**src/rtl/crce_pkg.sv**
```systemverilog
// ----------------------------------------------------------------------------
// crce_pkg
// Shared types, constants and the byte-wise CRC step of the CRC engine.
// ----------------------------------------------------------------------------
`default_nettype none

package crce_pkg;

	// default depth of the queue between front and back
	localparam int QUEUE_DEPTH_DEF = 2;

	// configuration register indexes
	localparam logic [1:0] REG_ENABLE = 2'd0;
	localparam logic [1:0] REG_WIDTH  = 2'd1;
	localparam logic [1:0] REG_POLY   = 2'd2;

	// request function codes
	localparam logic FUNC_DATA   = 1'b0;
	localparam logic FUNC_LENGTH = 1'b1;

	// maximum number of bytes in one word
	localparam logic [2:0] MAX_BYTES = 3'd4;

	typedef enum logic [1:0] {
		WM_CRC8  = 2'd0,
		WM_CRC16 = 2'd1,
		WM_CRC32 = 2'd2,
		WM_RSVD  = 2'd3
	} width_mode_t;

	// one classified conversion, crc and polynomial left-aligned to bit 31
	typedef struct packed {
		logic        run;
		logic        raised;
		width_mode_t mode;
		logic [2:0]  count;
		logic [31:0] word;
		logic [31:0] poly_al;
		logic [31:0] init_al;
	} cmd_t;

	// one message byte through eight msb-first shift steps
	function automatic logic [31:0] crc_byte_step(input logic [31:0] crc,
			input logic [7:0] data_byte, input logic [31:0] poly_al);
		logic [31:0] c;
		c = crc ^ {data_byte, 24'h000000};
		for (int i = 0; i < 8; i++) begin
			c = c[31] ? ({c[30:0], 1'b0} ^ poly_al) : {c[30:0], 1'b0};
		end
		return c;
	endfunction

endpackage

`default_nettype wire

```
**src/rtl/crce_if.sv**
```systemverilog
// ----------------------------------------------------------------------------
// crce_if
// Request and response channels of the CRC engine, valid/ready handshake.
// ----------------------------------------------------------------------------
`default_nettype none

interface crce_req_if;
	logic        valid;
	logic        ready;
	logic        func;
	logic [31:0] data_word;
	logic [2:0]  byte_count;

	modport source(output valid, output func, output data_word, output byte_count,
		input ready);
	modport sink(input valid, input func, input data_word, input byte_count,
		output ready);
endinterface

interface crce_rsp_if;
	logic        valid;
	logic        ready;
	logic [31:0] crc_value;
	logic        accepted;
	logic        irq_raised;

	modport source(output valid, output crc_value, output accepted, output irq_raised,
		input ready);
	modport sink(input valid, input crc_value, input accepted, input irq_raised,
		output ready);
endinterface

`default_nettype wire

```
**src/rtl/crce_front.sv**
```systemverilog
// ----------------------------------------------------------------------------
// crce_front
// Holds configuration, data buffer and interrupt flag; classifies each
// request beat into a conversion command for the back end.
// ----------------------------------------------------------------------------
`default_nettype none

module crce_front (
	input  wire logic             clk,
	input  wire logic             arst_n,
	crce_req_if.sink              req,
	input  wire logic             cfg_we,
	input  wire logic [1:0]       cfg_index,
	input  wire logic [31:0]      cfg_wdata,
	output crce_pkg::cmd_t        push_data,
	output logic                  push_valid,
	input  wire logic             push_ready
);
	import crce_pkg::*;

	logic        enable_q;
	width_mode_t mode_q;
	logic [31:0] poly_q;
	logic [31:0] buf_q;
	logic        irq_q;
	logic        irq_clear;
	logic        push_fire;
	logic        run;
	logic [2:0]  count_sat;

	assign push_valid = req.valid;
	assign req.ready  = push_ready;
	assign push_fire  = req.valid && push_ready;

	// control register writes clear the pending interrupt
	assign irq_clear = cfg_we && (cfg_index == REG_ENABLE || cfg_index == REG_WIDTH);

	// configuration registers
	always_ff @(posedge clk or negedge arst_n) begin
		if (!arst_n) begin
			enable_q <= 1'b0;
			mode_q   <= WM_CRC8;
			poly_q   <= '0;
		end else if (cfg_we) begin
			unique case (cfg_index)
				REG_ENABLE: enable_q <= cfg_wdata[0];
				REG_WIDTH:  mode_q   <= width_mode_t'(cfg_wdata[1:0]);
				REG_POLY:   poly_q   <= cfg_wdata;
				default:    ;
			endcase
		end
	end

	// data buffer, loaded by data write beats
	always_ff @(posedge clk or negedge arst_n) begin
		if (!arst_n) begin
			buf_q <= '0;
		end else if (push_fire && req.func == FUNC_DATA) begin
			buf_q <= req.data_word;
		end
	end

	// classification
	assign run       = enable_q && (mode_q != WM_RSVD);
	assign count_sat = (req.byte_count > MAX_BYTES) ? MAX_BYTES : req.byte_count;

	always_comb begin
		push_data.run    = run;
		push_data.raised = run && !irq_q;
		push_data.mode   = mode_q;
		push_data.count  = count_sat;
		push_data.word   = (req.func == FUNC_DATA) ? req.data_word : buf_q;
		unique case (mode_q)
			WM_CRC8: begin
				push_data.poly_al = {poly_q[7:0], 24'h000000};
				push_data.init_al = 32'h0000_0000;
			end
			WM_CRC16: begin
				push_data.poly_al = {poly_q[15:0], 16'h0000};
				push_data.init_al = 32'hFFFF_0000;
			end
			WM_CRC32: begin
				push_data.poly_al = poly_q;
				push_data.init_al = 32'hFFFF_FFFF;
			end
			default: begin
				push_data.poly_al = '0;
				push_data.init_al = '0;
			end
		endcase
	end

	// sticky interrupt flag
	always_ff @(posedge clk or negedge arst_n) begin
		if (!arst_n) begin
			irq_q <= 1'b0;
		end else if (irq_clear) begin
			irq_q <= 1'b0;
		end else if (push_fire && run) begin
			irq_q <= 1'b1;
		end
	end

	// a raised interrupt is only reported when none was pending
	assert property (@(posedge clk) disable iff (!arst_n)
		push_fire && push_data.raised |-> !irq_q)
		else $error("interrupt reported raised while already pending");

	// pending flag only drops on a control write
	assert property (@(posedge clk) disable iff (!arst_n)
		irq_q && !irq_clear |=> irq_q)
		else $error("pending interrupt lost without control write");

endmodule

`default_nettype wire

```
**src/rtl/crce_queue.sv**
```systemverilog
// ----------------------------------------------------------------------------
// crce_queue
// Small fifo of conversion commands between front and back end.
// ----------------------------------------------------------------------------
`default_nettype none

module crce_queue #(
	parameter int DEPTH = crce_pkg::QUEUE_DEPTH_DEF
) (
	input  wire logic             clk,
	input  wire logic             arst_n,
	input  wire crce_pkg::cmd_t   push_data,
	input  wire logic             push_valid,
	output logic                  push_ready,
	output crce_pkg::cmd_t        pop_data,
	output logic                  pop_valid,
	input  wire logic             pop_ready
);
	import crce_pkg::*;

	localparam int PW = (DEPTH > 1) ? $clog2(DEPTH) : 1;
	localparam int CW = $clog2(DEPTH + 1);

	cmd_t          mem_q [DEPTH];
	logic [PW-1:0] wptr_q;
	logic [PW-1:0] rptr_q;
	logic [CW-1:0] count_q;
	logic          push_fire;
	logic          pop_fire;

	assign push_ready = (count_q != CW'(DEPTH));
	assign pop_valid  = (count_q != '0);
	assign push_fire  = push_valid && push_ready;
	assign pop_fire   = pop_valid && pop_ready;
	assign pop_data   = mem_q[rptr_q];

	// storage
	always_ff @(posedge clk) begin
		if (push_fire) begin
			mem_q[wptr_q] <= push_data;
		end
	end

	// pointers and fill count
	always_ff @(posedge clk or negedge arst_n) begin
		if (!arst_n) begin
			wptr_q  <= '0;
			rptr_q  <= '0;
			count_q <= '0;
		end else begin
			if (push_fire) begin
				wptr_q <= (wptr_q == PW'(DEPTH - 1)) ? '0 : wptr_q + PW'(1);
			end
			if (pop_fire) begin
				rptr_q <= (rptr_q == PW'(DEPTH - 1)) ? '0 : rptr_q + PW'(1);
			end
			if (push_fire && !pop_fire) begin
				count_q <= count_q + CW'(1);
			end else if (pop_fire && !push_fire) begin
				count_q <= count_q - CW'(1);
			end
		end
	end

	// fill count never exceeds the depth
	assert property (@(posedge clk) disable iff (!arst_n)
		count_q <= CW'(DEPTH))
		else $error("queue fill count above depth");

	// an empty queue has its pointers together
	assert property (@(posedge clk) disable iff (!arst_n)
		count_q == '0 |-> wptr_q == rptr_q)
		else $error("queue pointers apart while empty");

endmodule

`default_nettype wire

```
**src/rtl/crce_back.sv**
```systemverilog
// ----------------------------------------------------------------------------
// crce_back
// Four-stage crc pipeline, one message byte per stage, with final
// alignment and reject handling on the response channel.
// ----------------------------------------------------------------------------
`default_nettype none

module crce_back (
	input  wire logic             clk,
	input  wire logic             arst_n,
	input  wire crce_pkg::cmd_t   pop_data,
	input  wire logic             pop_valid,
	output logic                  pop_ready,
	crce_rsp_if.source            rsp
);
	import crce_pkg::*;

	logic        adv;
	logic        v_s1, v_s2, v_s3, v_s4;
	cmd_t        cmd_s1, cmd_s2, cmd_s3, cmd_s4;
	logic [31:0] crc_s1, crc_s2, crc_s3, crc_s4;
	logic [31:0] crc_n0, crc_n1, crc_n2, crc_n3;

	// whole pipeline moves when the last stage is free or drained
	assign adv       = !v_s4 || rsp.ready;
	assign pop_ready = adv;

	// byte steps, each only if the byte count reaches it
	assign crc_n0 = (pop_data.count > 3'd0)
		? crc_byte_step(pop_data.init_al, pop_data.word[7:0], pop_data.poly_al)
		: pop_data.init_al;
	assign crc_n1 = (cmd_s1.count > 3'd1)
		? crc_byte_step(crc_s1, cmd_s1.word[15:8], cmd_s1.poly_al) : crc_s1;
	assign crc_n2 = (cmd_s2.count > 3'd2)
		? crc_byte_step(crc_s2, cmd_s2.word[23:16], cmd_s2.poly_al) : crc_s2;
	assign crc_n3 = (cmd_s3.count > 3'd3)
		? crc_byte_step(crc_s3, cmd_s3.word[31:24], cmd_s3.poly_al) : crc_s3;

	// stage valid bits
	always_ff @(posedge clk or negedge arst_n) begin
		if (!arst_n) begin
			v_s1 <= 1'b0;
			v_s2 <= 1'b0;
			v_s3 <= 1'b0;
			v_s4 <= 1'b0;
		end else if (adv) begin
			v_s1 <= pop_valid;
			v_s2 <= v_s1;
			v_s3 <= v_s2;
			v_s4 <= v_s3;
		end
	end

	// stage payload
	always_ff @(posedge clk) begin
		if (adv) begin
			cmd_s1 <= pop_data;
			crc_s1 <= crc_n0;
			cmd_s2 <= cmd_s1;
			crc_s2 <= crc_n1;
			cmd_s3 <= cmd_s2;
			crc_s3 <= crc_n2;
			cmd_s4 <= cmd_s3;
			crc_s4 <= crc_n3;
		end
	end

	// response beat, crc moved back down to its width
	assign rsp.valid      = v_s4;
	assign rsp.accepted   = cmd_s4.run;
	assign rsp.irq_raised = cmd_s4.raised;

	always_comb begin
		rsp.crc_value = '0;
		if (cmd_s4.run) begin
			unique case (cmd_s4.mode)
				WM_CRC8:  rsp.crc_value = {24'h000000, crc_s4[31:24]};
				WM_CRC16: rsp.crc_value = {16'h0000, crc_s4[31:16]};
				WM_CRC32: rsp.crc_value = crc_s4;
				default:  rsp.crc_value = '0;
			endcase
		end
	end

	// a held pipeline keeps every stage occupancy
	assert property (@(posedge clk) disable iff (!arst_n)
		!adv |=> $stable(v_s1) && $stable(v_s2) && $stable(v_s3) && $stable(v_s4))
		else $error("pipeline stage changed while stalled");

	// interrupt is only raised by a conversion that ran
	assert property (@(posedge clk) disable iff (!arst_n)
		rsp.valid && rsp.irq_raised |-> rsp.accepted)
		else $error("interrupt raised on rejected beat");

endmodule

`default_nettype wire

```
**src/rtl/configurable_width_crc_engine.sv**
```systemverilog
// ----------------------------------------------------------------------------
// configurable_width_crc_engine
// Programmable-polynomial CRC-8/16/32 engine, msb first, no reflection.
// A request beat goes through the command queue and the four byte stages of
// the back-end pipeline. Throughput: one request beat per cycle while the
// response channel takes results; the queue decouples front and back stalls.
// Reset clears configuration, data buffer, interrupt flag, queue and valids.
// ----------------------------------------------------------------------------
`default_nettype none

module configurable_width_crc_engine #(
	parameter int QUEUE_DEPTH = crce_pkg::QUEUE_DEPTH_DEF
) (
	input  wire logic        clk,
	input  wire logic        arst_n,
	crce_req_if.sink         req,
	crce_rsp_if.source       rsp,
	input  wire logic        cfg_we,
	input  wire logic [1:0]  cfg_index,
	input  wire logic [31:0] cfg_wdata
);
	import crce_pkg::*;

	cmd_t push_data;
	logic push_valid;
	logic push_ready;
	cmd_t pop_data;
	logic pop_valid;
	logic pop_ready;

	// request classification and state
	crce_front u_front (
		.clk        (clk),
		.arst_n     (arst_n),
		.req        (req),
		.cfg_we     (cfg_we),
		.cfg_index  (cfg_index),
		.cfg_wdata  (cfg_wdata),
		.push_data  (push_data),
		.push_valid (push_valid),
		.push_ready (push_ready)
	);

	// command queue
	crce_queue #(
		.DEPTH (QUEUE_DEPTH)
	) u_queue (
		.clk        (clk),
		.arst_n     (arst_n),
		.push_data  (push_data),
		.push_valid (push_valid),
		.push_ready (push_ready),
		.pop_data   (pop_data),
		.pop_valid  (pop_valid),
		.pop_ready  (pop_ready)
	);

	// crc pipeline
	crce_back u_back (
		.clk       (clk),
		.arst_n    (arst_n),
		.pop_data  (pop_data),
		.pop_valid (pop_valid),
		.pop_ready (pop_ready),
		.rsp       (rsp)
	);

endmodule

`default_nettype wire

```
**src/flat_wrapper.sv**
```systemverilog
// flat-port wrapper written by rule: the top's interface ports become plain ports
module configurable_width_crc_engine_flat import crce_pkg::*;
#(
	parameter int QUEUE_DEPTH = crce_pkg::QUEUE_DEPTH_DEF
)
  (clk, arst_n, cfg_we, cfg_index, cfg_wdata, req_valid, req_func, req_data_word, req_byte_count, req_ready, rsp_valid, rsp_crc_value, rsp_accepted, rsp_irq_raised, rsp_ready);
  crce_req_if req_i ();
  crce_rsp_if rsp_i ();
  input  wire logic clk;
  input  wire logic arst_n;
  input  wire logic cfg_we;
  input  wire logic [1:0] cfg_index;
  input  wire logic [31:0] cfg_wdata;
  input wire logic [$bits(req_i.valid)-1:0] req_valid;
  input wire logic [$bits(req_i.func)-1:0] req_func;
  input wire logic [$bits(req_i.data_word)-1:0] req_data_word;
  input wire logic [$bits(req_i.byte_count)-1:0] req_byte_count;
  output wire logic [$bits(req_i.ready)-1:0] req_ready;
  output wire logic [$bits(rsp_i.valid)-1:0] rsp_valid;
  output wire logic [$bits(rsp_i.crc_value)-1:0] rsp_crc_value;
  output wire logic [$bits(rsp_i.accepted)-1:0] rsp_accepted;
  output wire logic [$bits(rsp_i.irq_raised)-1:0] rsp_irq_raised;
  input wire logic [$bits(rsp_i.ready)-1:0] rsp_ready;
  assign req_i.valid = req_valid;
  assign req_i.func = req_func;
  assign req_i.data_word = req_data_word;
  assign req_i.byte_count = req_byte_count;
  assign req_ready = req_i.ready;
  assign rsp_valid = rsp_i.valid;
  assign rsp_crc_value = rsp_i.crc_value;
  assign rsp_accepted = rsp_i.accepted;
  assign rsp_irq_raised = rsp_i.irq_raised;
  assign rsp_i.ready = rsp_ready;
  configurable_width_crc_engine #(.QUEUE_DEPTH(QUEUE_DEPTH)) u_core (.clk(clk), .arst_n(arst_n), .req(req_i), .rsp(rsp_i), .cfg_we(cfg_we), .cfg_index(cfg_index), .cfg_wdata(cfg_wdata));
endmodule
```
**config.mk**
```make
export PLATFORM = sky130hd
export DESIGN_NAME = configurable_width_crc_engine_flat
export DESIGN_NICKNAME = d
export VERILOG_FILES = /design/src/rtl/crce_pkg.sv /design/src/rtl/crce_if.sv /design/src/rtl/crce_front.sv /design/src/rtl/crce_queue.sv /design/src/rtl/crce_back.sv /design/src/rtl/configurable_width_crc_engine.sv /design/src/flat_wrapper.sv
export SDC_FILE = /design/constraint.sdc
export NUM_CORES = 2
export LEC_CHECK = 0
export CORE_AREA = 2 2 268 270
export CTS_CLUSTER_DIAMETER = 150
export DETAILED_ROUTE_END_ITERATION = 6
export DIE_AREA = 0 0 270 272
export DONT_BUFFER_PORTS = 1
export GPL_ROUTABILITY_DRIVEN = 0
export PLACE_DENSITY = 0.66
export SYNTH_ARGS = -nofsm -noshare
export SYNTH_HDL_FRONTEND = slang
export SYNTH_SLANG_ARGS = --single-unit
```
**constraint.sdc**
```tcl
create_clock -name clk -period 12.65 [get_ports clk]
set_input_delay 1.265 -clock clk [delete_from_list [all_inputs] [get_ports clk]]
set_output_delay 1.265 -clock clk [all_outputs]
set_load 0.02 [all_outputs]
```
==> results.md <==
* Synth Instances at about 4.3k
* CTS Hold Bufs at 0
* Syn Area/Cell at about 9 um2
* Initial core utilization at 54.5%
* CP startpoint: u_core.u_queue.rptr_q
* Top post-synthesis cells by count: 710 x xnor2_1, 704 x nand2_1, 441 x edfxtp_1, 349 x clkbuf_1, 259 x o21ai_0
* Max-slew violations at 0
* Yosys top cell area share at 34.4%
* Quantity of gates resized following cts at 0
* # rows at between 90 and 100
* Setup Viol. Count Final at 0
* R2R Setup Slk at 6.01 ns
* Vias in the first global route at between 20k and 30k
* RR Startpoint: u_core.u_queue.rptr_q
* Area leader, netlist: edfxtp_1
* Clock root buffer: clkbuf_16
* Area of the core at a little over 70000 um2
* Tot GR Track Use at between 20% and 30%
* Worst hold slack at approximately 0.34 ns
* # IOs at between 100 and 150
* Final hold vios at 0
* Synth Cell Area at 38500 um2
* Sequential area share after synthesis at between 30% and 40%
* Clk_lat worst skew at 0.61 ns
* FF+latch count, synth at approximately 520
* Number of iterations in the first detailed-routing pass at 7
* Clock skew at 0.0248 ns
* Die X-Extent at 270 um
* Status: complete, but fails checks
* Max Cap Viol at 0
* EDFF count, synth at around 440
* Critical path cell sequence: buf_4, mux2i_2, xnor2_1, a211oi_1, nor4_2, or2_2, o22a_1, xnor2_1, xnor2_2, buf_4, a32oi_1, and3_1, and3_1, o21a_1, o31ai_1
* TritonCTS Buffers at between 50 and 60
* Critical path required time at 13.08 ns
* Worst Tran Pin Value at between 1 and 1.5 ns
* Die area at 73400 um2
* Critical Path AT at slightly above 7 ns
* Clock sinks at between 500 and 600
* Fill cells at ~6.2k
* TNS Setup at 0 ns
* Drt via density at about 6.0
* Worst min path class: in -> async
* Unrepaired setup endpoints after global routing: no
* Worst slew margin at between 20% and 30%
* First-pass GRT wire length at ~160000 um
* Fin crit share at between 50% and 60%
* Post-synth top flop: edfxtp_1
* Crit path kind: reg -> reg
* CTS tree: built
* Setup Buffers After CTS at 0
* Worst reg-to-reg path cell count at 15
* Violated checks: DRC
* Antenna violations before repair at 0
* Crit-path max cell delay at between 0.8 and 0.9 ns
* Nets at between 4k and 5k
* CP Launch Type: register
* R2R Path End: u_core.u_back.crc_s1[11]
* Final min period at between 6 and 7 ns
* Post-Syn Nets at 4367
* Clock buffer depth at 3
* Via count at ~30k
* DRT antenna net count at 0
* CP endpoint: u_core.u_back.crc_s1[11]
* Share of cells above drive strength 1 at between 8 and 9%
* DRT iter0 DRCs at around 3.2k
* Die height at 272 um
* P&R area growth vs syn at 5.98%
* Post-detail-place hpwl at about 66000 um
* Post-synth ARST share at between 10% and 20%
* DRC at 2
* Ant diodes at 0
* H-tree depth at 2
* CP max stage cell: dfrtp_4
* Yosys warning count at 0
* Crit-path max FO at 84
* Synth top area cells: edfxtp_1 34%, xnor2_1 16%, nand2_1 6.9%
* Final WL at 97700 um
* Cell variety after synth at 62
* Largest net degree at the start of global routing at 85
* Gr ovfl total at 0
* CTS clk-pin slew, worst paths at approximately 0.060 ns
* Fmax at approximately 0.15 GHz
* Top-count cell post-synth: xnor2_1
* Crit end category: register
* Port Buffers at 0
* Post-DR wirelength/cell at 19.5 um
worst max-delay path: cells and delay by family (launching register included):
| family | cells | cell delay, ns |
|---|---|---|
| XOR/XNOR | 3 | 0.80 |
| AND/OR/NAND/NOR | 4 | 1.56 |
| AO/OA/AOI/OAI | 5 | 1.03 |
| flip-flops | 1 | 0.86 |
| buffers and inverters | 2 | 1.30 |
| multiplexers | 1 | 0.79 |
per-stage QoR:
step / setup slack [ns] / cells / util [%] / area, um2
3_5_place_dp: 6.12 / 4905 / 55.2 / 39100
6_report: 6.01 / 5007 / 57.7 / 40800
2_1_floorplan: 3.06 / 4286 / - / 38500
3_3_place_gp: 6.33 / 4905 / 55.2 / 39100
5_1_grt: 5.36 / 5007 / 57.7 / 40800
4_1_cts: 6.08 / 5007 / 57.7 / 40800
metal layers:
layer	GRT usage, %	vias to the layer above	wire length [um]
met5	0	-	0
met4	10.6	0	4050
met3	2.30	164	4420
met2	44.0	900	47800
met1	34.5	14400	41500
li1	-	14500	-
logic make-up after synthesis:
group | Yosys count | share of synthesized area, %
adder cells (fa/ha/maj) | 6 | 0.195
AO/OA/AOI/OAI | 980 | 16.2
buffers and inverters | 440 | 4.38
AND/OR/NAND/NOR | 1310 | 14.9
flip-flops | 517 | 39.3
multiplexers | 208 | 6.00
XOR/XNOR | 825 | 19.0
state kept, by name, summed over array words and instances (netlist names), 2 cells and up:
signal,cells
u_core.u_queue.mem_q,146
u_core.u_back.cmd_s1,63
u_core.u_back.cmd_s2,55
u_core.u_back.cmd_s3,45
u_core.u_back.crc_s1,32
u_core.u_back.crc_s2,32
u_core.u_back.crc_s3,32
u_core.u_back.crc_s4,32
u_core.u_front.buf_q,32
u_core.u_front.poly_q,32
u_core.u_back.cmd_s4,2
u_core.u_front.mode_q,2
u_core.u_queue.count_q,2
placed cells by master (no fill, tap or decap), types with 16 or more instances in the layout:
master / synthesis / layout
nand2_1: 704 / 703
nor3_1: 92 / 91
nand4_1: 27 / 27
a32oi_1: 28 / 28
buf_4: 2 / 67
a31oi_1: 95 / 95
a211oi_1: 30 / 27
o21a_1: 31 / 31
nand3_1: 72 / 72
xor2_1: 106 / 99
nor2_1: 206 / 203
o22ai_1: 25 / 25
clkbuf_1: 349 / 19
a22oi_1: 16 / 16
o21ai_1: 34 / 34
o21ai_0: 259 / 259
nand2b_1: 26 / 26
and3_1: 73 / 72
clkbuf_16: 0 / 56
and2_1: 50 / 50
edfxtp_1: 441 / 441
xnor2_1: 710 / 699
mux2_2: 161 / 161
mux2i_1: 42 / 38
nor2b_1: 24 / 23
dfrtp_1: 76 / 75
o31ai_1: 111 / 111
a32o_1: 87 / 87
a21oi_1: 215 / 214
inv_1: 30 / 29
layout make-up:
cell class / instances / area (um2) / share of cell area, %
multi-input combinational: 3329 / 22100 / 54.0
sequential: 517 / 15100 / 37.1
clock buffer: 77 / 1500 / 3.67
tap: 950 / 1190 / 2.91
timing repair buffer: 67 / 503 / 1.23
clock inverter: 25 / 269 / 0.659
inverter: 42 / 165 / 0.404
worst min path at each step:
stage | startpoint | endpoint | slack (ns) | cells past startpoint
6_report | arst_n | u_core.u_front.poly_q[18] | 0.34 | 0
5_1_grt | arst_n | u_core.u_front.poly_q[18] | 0.33 | 0
4_1_cts | arst_n | u_core.u_front.poly_q[18] | 0.32 | 0
3_5_place_dp | u_core.u_back.cmd_s1[86] | u_core.u_back.cmd_s2[86] | 0.40 | 0
3_3_place_gp | u_core.u_back.cmd_s2[88] | u_core.u_back.cmd_s3[88] | 0.40 | 0
2_1_floorplan | u_core.u_back.cmd_s1[100] | u_core.u_back.cmd_s2[100] | 0.40 | 0
Power is left out: the tool's default activity adds up to more than one toggle a clock period on the data nets, which glitch-free logic cannot reach.
